===== src/rtl/sha1_message_digest_assert.svh =====
// Assertion macros for the SHA-1 message digest block.
// Depends on nothing; the including module provides clk_i and rst_ni.
`ifndef SHA1_MESSAGE_DIGEST_ASSERT_SVH
`define SHA1_MESSAGE_DIGEST_ASSERT_SVH
`ifndef ASSERT_OFF
// Plain clocked property, disabled while reset is active.
`define SHA1MD_ASSERT(lbl, prop, msg) \
  lbl: assert property (@(posedge clk_i) disable iff (!rst_ni) (prop)) else $error(msg);
// Overlapping implication between an antecedent and a consequent.
`define SHA1MD_ASSERT_IMPL(lbl, ante, cons, msg) \
  lbl: assert property (@(posedge clk_i) disable iff (!rst_ni) (ante) |-> (cons)) \
    else $error(msg);
`else
`define SHA1MD_ASSERT(lbl, prop, msg)
`define SHA1MD_ASSERT_IMPL(lbl, ante, cons, msg)
`endif
`endif


===== src/rtl/sha1md_pkg.sv =====
// Shared types, constants and helper functions of the SHA-1 message digest block.
// Depends on nothing; used by all modules in this folder.
`timescale 1ns / 1ps
package sha1md_pkg;

  // Five 32-bit words: chaining values or working variables, index 0 is H0 / a.
  typedef logic [4:0][31:0] chain_t;

  localparam chain_t H_INIT = {32'hC3D2E1F0, 32'h10325476, 32'h98BADCFE,
                               32'hEFCDAB89, 32'h67452301};

  localparam logic [31:0] PAD_MARK_WORD = 32'h80000000;

  // Round function group, one per twenty rounds.
  typedef enum logic [1:0] {
    GRP_CH   = 2'd0,
    GRP_PAR1 = 2'd1,
    GRP_MAJ  = 2'd2,
    GRP_PAR2 = 2'd3
  } grp_e;

  // Control of the message buffer and schedule.
  typedef struct packed {
    logic        push;
    logic        step;
    logic        expand;
    logic [31:0] word;
  } sched_ctrl_t;

  // Control of the round unit.
  typedef struct packed {
    logic load;
    logic step;
    grp_e grp;
  } round_ctrl_t;

  function automatic logic [31:0] rotl(logic [31:0] v, logic [4:0] s);
    logic [63:0] dbl;
    dbl = {v, v} << s;
    return dbl[63:32];
  endfunction

  function automatic logic [31:0] round_k(grp_e g);
    logic [31:0] k;
    unique case (g)
      GRP_CH:   k = 32'h5A827999;
      GRP_PAR1: k = 32'h6ED9EBA1;
      GRP_MAJ:  k = 32'h8F1BBCDC;
      GRP_PAR2: k = 32'hCA62C1D6;
      default:  k = 32'h5A827999;
    endcase
    return k;
  endfunction

  // Keeps the valid top bytes of a final word and places the pad byte after them.
  function automatic logic [31:0] pad_word(logic [31:0] data, logic [1:0] cnt);
    logic [31:0] w;
    unique case (cnt)
      2'd0:    w = 32'h80000000;
      2'd1:    w = {data[31:24], 24'h800000};
      2'd2:    w = {data[31:16], 16'h8000};
      2'd3:    w = {data[31:8], 8'h80};
      default: w = 32'h80000000;
    endcase
    return w;
  endfunction

endpackage


===== src/rtl/sha1md_sched.sv =====
// Sixteen-word block buffer and message schedule of the SHA-1 engine.
// Depends on sha1md_pkg; words shift in at the top, the oldest word sits at index 0.
`timescale 1ns / 1ps
module sha1md_sched (
  input  logic                     clk_i,
  input  sha1md_pkg::sched_ctrl_t  ctrl_i,
  output logic [31:0]              wt_o
);
  import sha1md_pkg::*;

  logic [15:0][31:0] w_q;
  logic [15:0][31:0] w_d;
  logic [31:0]       wt;

  // During the first sixteen rounds the block words rotate through; later rounds expand.
  always_comb begin
    if (ctrl_i.expand) begin
      wt = rotl(w_q[13] ^ w_q[8] ^ w_q[2] ^ w_q[0], 5'd1);
    end else begin
      wt = w_q[0];
    end
  end

  // Shift in either a message word or the schedule word of this round.
  always_comb begin
    w_d = w_q;
    if (ctrl_i.push) begin
      w_d = {ctrl_i.word, w_q[15:1]};
    end else if (ctrl_i.step) begin
      w_d = {wt, w_q[15:1]};
    end
  end

  always_ff @(posedge clk_i) begin
    w_q <= w_d;
  end

  assign wt_o = wt;

endmodule


===== src/rtl/sha1md_round.sv =====
// Shared SHA-1 round unit: five working registers and one round of logic.
// Depends on sha1md_pkg; one round per enabled cycle, loaded from the chaining words.
`timescale 1ns / 1ps
module sha1md_round (
  input  logic                     clk_i,
  input  sha1md_pkg::round_ctrl_t  ctrl_i,
  input  sha1md_pkg::chain_t       chain_i,
  input  logic [31:0]              wt_i,
  output sha1md_pkg::chain_t       state_o
);
  import sha1md_pkg::*;

  chain_t      v_q;
  chain_t      v_d;
  logic [31:0] f;
  logic [31:0] t;

  // Boolean function of the current group.
  always_comb begin
    unique case (ctrl_i.grp)
      GRP_CH:   f = (v_q[1] & v_q[2]) | (~v_q[1] & v_q[3]);
      GRP_MAJ:  f = (v_q[1] & v_q[2]) | (v_q[1] & v_q[3]) | (v_q[2] & v_q[3]);
      GRP_PAR1,
      GRP_PAR2: f = v_q[1] ^ v_q[2] ^ v_q[3];
      default:  f = v_q[1] ^ v_q[2] ^ v_q[3];
    endcase
  end

  assign t = rotl(v_q[0], 5'd5) + f + v_q[4] + round_k(ctrl_i.grp) + wt_i;

  // Load at block start, otherwise advance one round when enabled.
  always_comb begin
    v_d = v_q;
    if (ctrl_i.load) begin
      v_d = chain_i;
    end else if (ctrl_i.step) begin
      v_d = {v_q[3], v_q[2], rotl(v_q[1], 5'd30), v_q[0], t};
    end
  end

  always_ff @(posedge clk_i) begin
    v_q <= v_d;
  end

  assign state_o = v_q;

endmodule


===== src/rtl/sha1_message_digest.sv =====
// SHA-1 message digest engine. A message word is taken while the sequencer is idle; the
// sixteenth word of a block starts the rounds of the shared round unit and then a fold,
// and the next word is not taken until the fold is done. A last word adds one padding
// word per cycle, except while a compression runs, and one or two compressions, then five
// digest words leave one per accepted cycle. Reset (rst_ni low, asynchronous) loads the
// initial hash values and clears the fill position and bit count; the block is ready right after reset.
`timescale 1ns / 1ps
`include "sha1_message_digest_assert.svh"
module sha1_message_digest (
  input  logic        clk_i,
  input  logic        rst_ni,
  input  logic        s_axis_tvalid_i,
  output logic        s_axis_tready_o,
  input  logic [39:0] s_axis_tdata_i,   // [31:0] data_word, [34:32] byte_count, rest zero
  input  logic        s_axis_tlast_i,   // last_word
  output logic        m_axis_tvalid_o,
  input  logic        m_axis_tready_i,
  output logic [39:0] m_axis_tdata_o,   // [31:0] digest_word, [34:32] word_index, rest zero
  output logic        m_axis_tlast_o    // last_of_digest
);
  import sha1md_pkg::*;

  typedef enum logic [6:0] {
    S_IDLE   = 7'b0000001,
    S_MARK   = 7'b0000010,
    S_ZERO   = 7'b0000100,
    S_LENLO  = 7'b0001000,
    S_ROUND  = 7'b0010000,
    S_FOLD   = 7'b0100000,
    S_DIGEST = 7'b1000000
  } state_e;

  state_e      state_q, state_d;
  state_e      ret_q, ret_d;
  state_e      nxt;
  logic [3:0]  pos_q, pos_d;
  logic [63:0] bits_q, bits_d;
  chain_t      h_q, h_d;
  logic [6:0]  rnd_q, rnd_d;
  logic [2:0]  idx_q, idx_d;

  sched_ctrl_t sched_ctrl;
  round_ctrl_t round_ctrl;
  logic [31:0] wt;
  chain_t      work;
  logic        in_req;
  logic [2:0]  cnt_sat;
  grp_e        grp;

  assign in_req  = s_axis_tvalid_i && s_axis_tready_o;
  assign cnt_sat = s_axis_tdata_i[34] ? 3'd4 : s_axis_tdata_i[34:32];

  // Function group from the round counter.
  always_comb begin
    priority if (rnd_q < 7'd20) begin
      grp = GRP_CH;
    end else if (rnd_q < 7'd40) begin
      grp = GRP_PAR1;
    end else if (rnd_q < 7'd60) begin
      grp = GRP_MAJ;
    end else begin
      grp = GRP_PAR2;
    end
  end

  // Sequencer: message intake, padding, compression and digest output.
  always_comb begin
    state_d           = state_q;
    ret_d             = ret_q;
    nxt               = state_q;
    pos_d             = pos_q;
    bits_d            = bits_q;
    h_d               = h_q;
    rnd_d             = rnd_q;
    idx_d             = idx_q;
    sched_ctrl.push   = 1'b0;
    sched_ctrl.step   = 1'b0;
    sched_ctrl.expand = (rnd_q >= 7'd16);
    sched_ctrl.word   = '0;
    round_ctrl.load   = 1'b0;
    round_ctrl.step   = 1'b0;
    round_ctrl.grp    = grp;

    unique case (state_q)
      S_IDLE: begin
        if (in_req) begin
          sched_ctrl.push = 1'b1;
          if (!s_axis_tlast_i) begin
            sched_ctrl.word = s_axis_tdata_i[31:0];
            bits_d          = bits_q + 64'd32;
            nxt             = S_IDLE;
          end else if (cnt_sat == 3'd4) begin
            sched_ctrl.word = s_axis_tdata_i[31:0];
            bits_d          = bits_q + 64'd32;
            nxt             = S_MARK;
          end else begin
            sched_ctrl.word = pad_word(s_axis_tdata_i[31:0], cnt_sat[1:0]);
            bits_d          = bits_q + {58'd0, cnt_sat, 3'd0};
            nxt             = S_ZERO;
          end
        end
      end
      S_MARK: begin
        sched_ctrl.push = 1'b1;
        sched_ctrl.word = PAD_MARK_WORD;
        nxt             = S_ZERO;
      end
      S_ZERO: begin
        // Zeros up to the second to last word, which takes the upper half of the length.
        sched_ctrl.push = 1'b1;
        if (pos_q == 4'd14) begin
          sched_ctrl.word = bits_q[63:32];
          nxt             = S_LENLO;
        end else begin
          sched_ctrl.word = '0;
          nxt             = S_ZERO;
        end
      end
      S_LENLO: begin
        sched_ctrl.push = 1'b1;
        sched_ctrl.word = bits_q[31:0];
        nxt             = S_DIGEST;
      end
      S_ROUND: begin
        sched_ctrl.step = 1'b1;
        round_ctrl.step = 1'b1;
        rnd_d           = rnd_q + 7'd1;
        if (rnd_q == 7'd79) begin
          state_d = S_FOLD;
        end
      end
      S_FOLD: begin
        for (int i = 0; i < 5; i++) begin
          h_d[i] = h_q[i] + work[i];
        end
        idx_d   = '0;
        state_d = ret_q;
      end
      S_DIGEST: begin
        if (m_axis_tready_i) begin
          if (idx_q == 3'd4) begin
            h_d     = H_INIT;
            bits_d  = '0;
            pos_d   = '0;
            idx_d   = '0;
            state_d = S_IDLE;
          end else begin
            idx_d = idx_q + 3'd1;
          end
        end
      end
      default: begin
        state_d = S_IDLE;
      end
    endcase

    // A full buffer starts a compression and resumes where the push was headed.
    if (sched_ctrl.push) begin
      pos_d = pos_q + 4'd1;
      if (pos_q == 4'd15) begin
        ret_d           = nxt;
        state_d         = S_ROUND;
        rnd_d           = '0;
        round_ctrl.load = 1'b1;
      end else begin
        state_d = nxt;
      end
    end
  end

  always_ff @(posedge clk_i or negedge rst_ni) begin
    if (!rst_ni) begin
      state_q <= S_IDLE;
      ret_q   <= S_IDLE;
      pos_q   <= '0;
      bits_q  <= '0;
      h_q     <= H_INIT;
      rnd_q   <= '0;
      idx_q   <= '0;
    end else begin
      state_q <= state_d;
      ret_q   <= ret_d;
      pos_q   <= pos_d;
      bits_q  <= bits_d;
      h_q     <= h_d;
      rnd_q   <= rnd_d;
      idx_q   <= idx_d;
    end
  end

  sha1md_sched u_sched (
    .clk_i  (clk_i),
    .ctrl_i (sched_ctrl),
    .wt_o   (wt)
  );

  sha1md_round u_round (
    .clk_i   (clk_i),
    .ctrl_i  (round_ctrl),
    .chain_i (h_q),
    .wt_i    (wt),
    .state_o (work)
  );

  // Output side reads the chaining registers directly.
  assign s_axis_tready_o = (state_q == S_IDLE);
  assign m_axis_tvalid_o = (state_q == S_DIGEST);
  assign m_axis_tdata_o  = {5'd0, idx_q, h_q[idx_q]};
  assign m_axis_tlast_o  = (idx_q == 3'd4);

  `SHA1MD_ASSERT_IMPL(a_ready_excl, s_axis_tready_o, !m_axis_tvalid_o, "ready in digest")
  `SHA1MD_ASSERT_IMPL(a_round_range, state_q == S_ROUND, rnd_q < 7'd80, "round past 79")
  `SHA1MD_ASSERT_IMPL(a_idx_range, m_axis_tvalid_o, idx_q <= 3'd4, "bad digest index")
  `SHA1MD_ASSERT(a_full_compress,
                 (sched_ctrl.push && pos_q == 4'd15) |=> (state_q == S_ROUND),
                 "full block not compressed")
  `SHA1MD_ASSERT(a_fold_after_round,
                 (state_q == S_ROUND && rnd_q == 7'd79) |=> (state_q == S_FOLD),
                 "fold did not follow last round")

endmodule


===== config.mk =====
export PLATFORM = sky130hd
export DESIGN_NAME = sha1_message_digest
export DESIGN_NICKNAME = d
export VERILOG_FILES = /design/src/rtl/sha1md_pkg.sv /design/src/rtl/sha1md_sched.sv /design/src/rtl/sha1md_round.sv /design/src/rtl/sha1_message_digest.sv
export VERILOG_INCLUDE_DIRS = /design/src /design/src/rtl
export SDC_FILE = /design/constraint.sdc
export NUM_CORES = 2
export LEC_CHECK = 0
export BUFFER_PORTS_ARGS = -buffer_cell sky130_fd_sc_hd__buf_2
export CORE_MARGIN = 1.5
export CORE_UTILIZATION = 53
export DETAILED_ROUTE_END_ITERATION = 12
export PLACE_DENSITY = 0.76
export SYNTH_ARGS = -nofsm -noshare
export SYNTH_HDL_FRONTEND = slang
export SYNTH_SLANG_ARGS = --single-unit

===== constraint.sdc =====
create_clock -name clk_i -period 12.8 [get_ports clk_i]
set_input_delay 1.28 -clock clk_i [delete_from_list [all_inputs] [get_ports clk_i]]
set_output_delay 1.28 -clock clk_i [all_outputs]
set_load 0.05 [all_outputs]

==> flow_metrics.py <==
metrics = {
    "yosys": {
        "synth-seq-cells": 921,
        "async_reset_ff_frac": 0.2704,
        "postSynthAreaPerCell_sq_um": 11.28,
        "ys_seq_area_frac": 0.5436,
        "yosys_most_used_dff": "edfxtp_1",
        "synth_cell_type_count": 84,
        "yosysWarnings": 0,
        "synth-edff-count": 672,
        "synth_cells": 4323,
        "synth_area_sq_um": 48780,
    },
    "worst_setup_path": {
        "crit_slowest_cell": "o41ai_1",
        "worst-path-buf-inv": 9,
        "end_kind": "flip-flop",
        "timing.rr.start": "rnd_q[5]$_DFF_PN0_",
        "worst_setup_path_start_kind": "flip-flop",
        "crit_required_ns": 13.19,
        "ff2ff_path_depth": 30,
        "crit_family": "compound AO/OA/AOI/OAI gates",
        "critPathArrivalTime_ns": 8.75,
        "crit_path_max_fanout": 47,
        "r2r_end": "u_round.state_o[31]$_DFFE_PP_",
        "rrSetupSlack_ns": 4.44,
        "criticalPathCategory": "flip-flop to flip-flop",
        "critPathMaxStageDelay_ns": 0.77,
        "path_common_cell": "inv_1",
    },
    "clock_tree": {
        "cts_inserted_buffers": 95,
        "cts.sinks": 921,
        "cts_hold_buf": 0,
        "cts_root_buf": "clkbuf_16",
        "cts-resized-gates": 0,
        "cts_tree": "done",
        "h-tree-depth": 3,
        "worstSkewPairLatency_ns": 0.68,
        "cts_buffer_depth": 3,
        "post_cts_buffers": 0,
        "clkTransAtPathRegs_ns": 0.06,
    },
    "finish": {
        "area_growth_pct": 9.609,
        "diodes": 0,
        "final_nets": 4774,
        "drive_above_1_share": 0.08723,
    },
    "timing": {
        "setup_viol": 0,
        "min_period_over_period": 0.6531,
        "slew_viol_final": 0,
        "min_period_ns": 8.360,
        "rsz0062_at_grt": "no",
        "clock_skew_ns": 0.02617,
        "hold_viol": 0,
        "worst_slew_pin_slew_ns": 1.218,
        "setup_tns_ns": 0,
        "max_slew_margin": 0.1670,
        "max_freq_mhz": 119.6,
    },
    "hold_path": {
        "hp-start": "u_sched.w_q[476]$_DFFE_PP_",
        "min_to": "u_sched.w_q[444]$_DFFE_PP_",
        "worstHoldPathCells": 0,
        "min_path_type": "flip-flop to flip-flop",
    },
    "floorplanning": {
        "die_w_um": 306.4,
        "die_h_um": 306.4,
        "core_sq_um": 91390,
        "fp.dieArea_sq_um": 93860,
        "std_cell_rows": 111,
        "start_util": 0.5337,
        "io_pins": 88,
    },
    "job": {
        "drv_cap": 0,
    },
    "routing": {
        "avgRoutedWirePerCell_um": 22.00,
        "dr_wl_met3_um": 9874,
        "drt_iter0_drc": 3718,
        "dr.pass1.iters": 6,
        "num_vias": 33800,
        "drt_wl_total_um": 123900,
        "drt-vias-per-instance": 5.998,
        "met2_length_um": 55770,
        "remaining_drc_errors": 0,
        "ant_nets": 0,
        "routed.top_layer": "met4",
        "m1WireLength_um": 53410,
    },
    "run_status": {
        "status": "finished, final reports clean",
    },
    "grt": {
        "grt_max_degree": 217,
        "antenna_found_initial": 0,
        "grt_usage": 0.2637,
        "grt_pass1_vias": 32540,
        "grt_pass1_wl_um": 190300,
        "grt-ovfl-total": 0,
    },
    "placed_design": {
        "dp_hpwl_um": 84710,
        "io_buffers": 77,
        "routabilityCongestion": 0.9593,
    },
}
==> cell usage in the layout, fill, tap and decap left out, drive strengths merged, types with 30 or more instances in the layout <==
master    n
dfrtp   167
nand4    30
o22ai    45
ha      235
nand2   577
nand3    65
a21oi   344
edfxtp  672
a21o     71
dfstp    82
nor2b    36
xnor2   205
nor2    331
clkinv   35
xor2    104
mux2i    72
a31oi    33
nand2b   43
inv     257
buf     109
clkbuf  119
and3     32
fa      126
nor3     42
a211oi   36
o21ai   221
==> logic make-up (layout without fill, tap and decap cells) <==
family / after synthesis / count (layout) / share of synthesized area
xor+xnor: 309 / 309 / 0.05549
compound gates: 1003 / 1003 / 0.1291
buf+inv: 415 / 536 / 0.03345
other cells: 1 / 5 / 0.00007688
simple gates: 1240 / 1240 / 0.1113
mux: 72 / 72 / 0.01478
fa+ha+maj: 362 / 362 / 0.1122
flops: 921 / 921 / 0.5436
==> worst register-to-register path, delay by kind of cell, from the launching register on <==
family / cells / cell delay [ns]
flops: 1 / 0.43
fa+ha+maj: 7 / 2.56
xor+xnor: 1 / 0.16
buf+inv: 9 / 1.95
compound gates: 11 / 2.69
simple gates: 2 / 0.26
==> per-stage QoR <==
stage,util,hold slack [ns],area (sq um),setup slack [ns],std cells
floorplan,-,0.4003,48790,3.490,4327
global placement,0.5509,0.4004,50340,4.680,5457
detailed placement,0.5509,0.4045,50340,4.558,5457
CTS,0.5850,0.3969,53460,4.494,5634
global route,0.5850,0.4060,53460,3.961,5634
finish,0.5850,0.3987,53460,4.440,5634
==> sequential cells by signal, summed over array words and instances (netlist names) <==
register and flops:
rnd_q 7, u_sched.w_q 512, pos_q 4, idx_q 3, state_q 7, u_round.state_o 160
bits_q 61, h_q 160, ret_q 7
==> Yosys cell counts (42+ instances only) <==
master | instances | area share
o21ai_0 | 217 | 0.022
dfrtp_1 | 167 | 0.086
fa_1 | 126 | 0.052
inv_1 | 250 | 0.019
nand2_1 | 576 | 0.044
xor2_1 | 104 | 0.019
nor3_1 | 42 | 0.0043
nand3_1 | 65 | 0.0067
xnor2_1 | 205 | 0.037
mux2i_1 | 72 | 0.015
nand2b_1 | 43 | 0.0055
nor2_1 | 329 | 0.025
edfxtp_1 | 672 | 0.41
a21o_1 | 70 | 0.011
ha_1 | 235 | 0.060
o22ai_1 | 44 | 0.0056
dfstp_2 | 82 | 0.044
clkbuf_1 | 134 | 0.010
a21oi_1 | 344 | 0.035
==> layout make-up <==
type / count / area (sq um)
tap: 1186 / 1484
clock buffer: 119 / 2529
multi-input combinational: 2991 / 20730
fill: 7262 / 37920
clock inverter: 58 / 593.1
sequential: 921 / 26520
timing repair buffer: 109 / 673.1
inverter: 250 / 938.4
==> per-layer routing <==
layer	vias up	global-route usage
li1	15490	-
met1	16690	0.3804
met2	1367	0.4027
met3	244	0.04064
met4	0	0.1027
met5	-	0
==> how the worst max path moves through the flow <==
stage	startpoint	endpoint	depth (start not counted)
final	rnd_q[5]$_DFF_PN0_	u_round.state_o[31]$_DFFE_PP_	30
after floorplan	state_q[1]$_DFFE_PN0P_	u_sched.w_q[0]$_DFFE_PP_	7
after detailed placement	rnd_q[5]$_DFF_PN0_	u_round.state_o[31]$_DFFE_PP_	30
after global placement	rnd_q[5]$_DFF_PN0_	u_round.state_o[31]$_DFFE_PP_	30
after CTS	rnd_q[5]$_DFF_PN0_	u_round.state_o[31]$_DFFE_PP_	30
after global routing	rnd_q[5]$_DFF_PN0_	u_round.state_o[31]$_DFFE_PP_	30
Power is not shown: default switching activity piles up to over one toggle a cycle in this logic, so the estimate is an artifact.
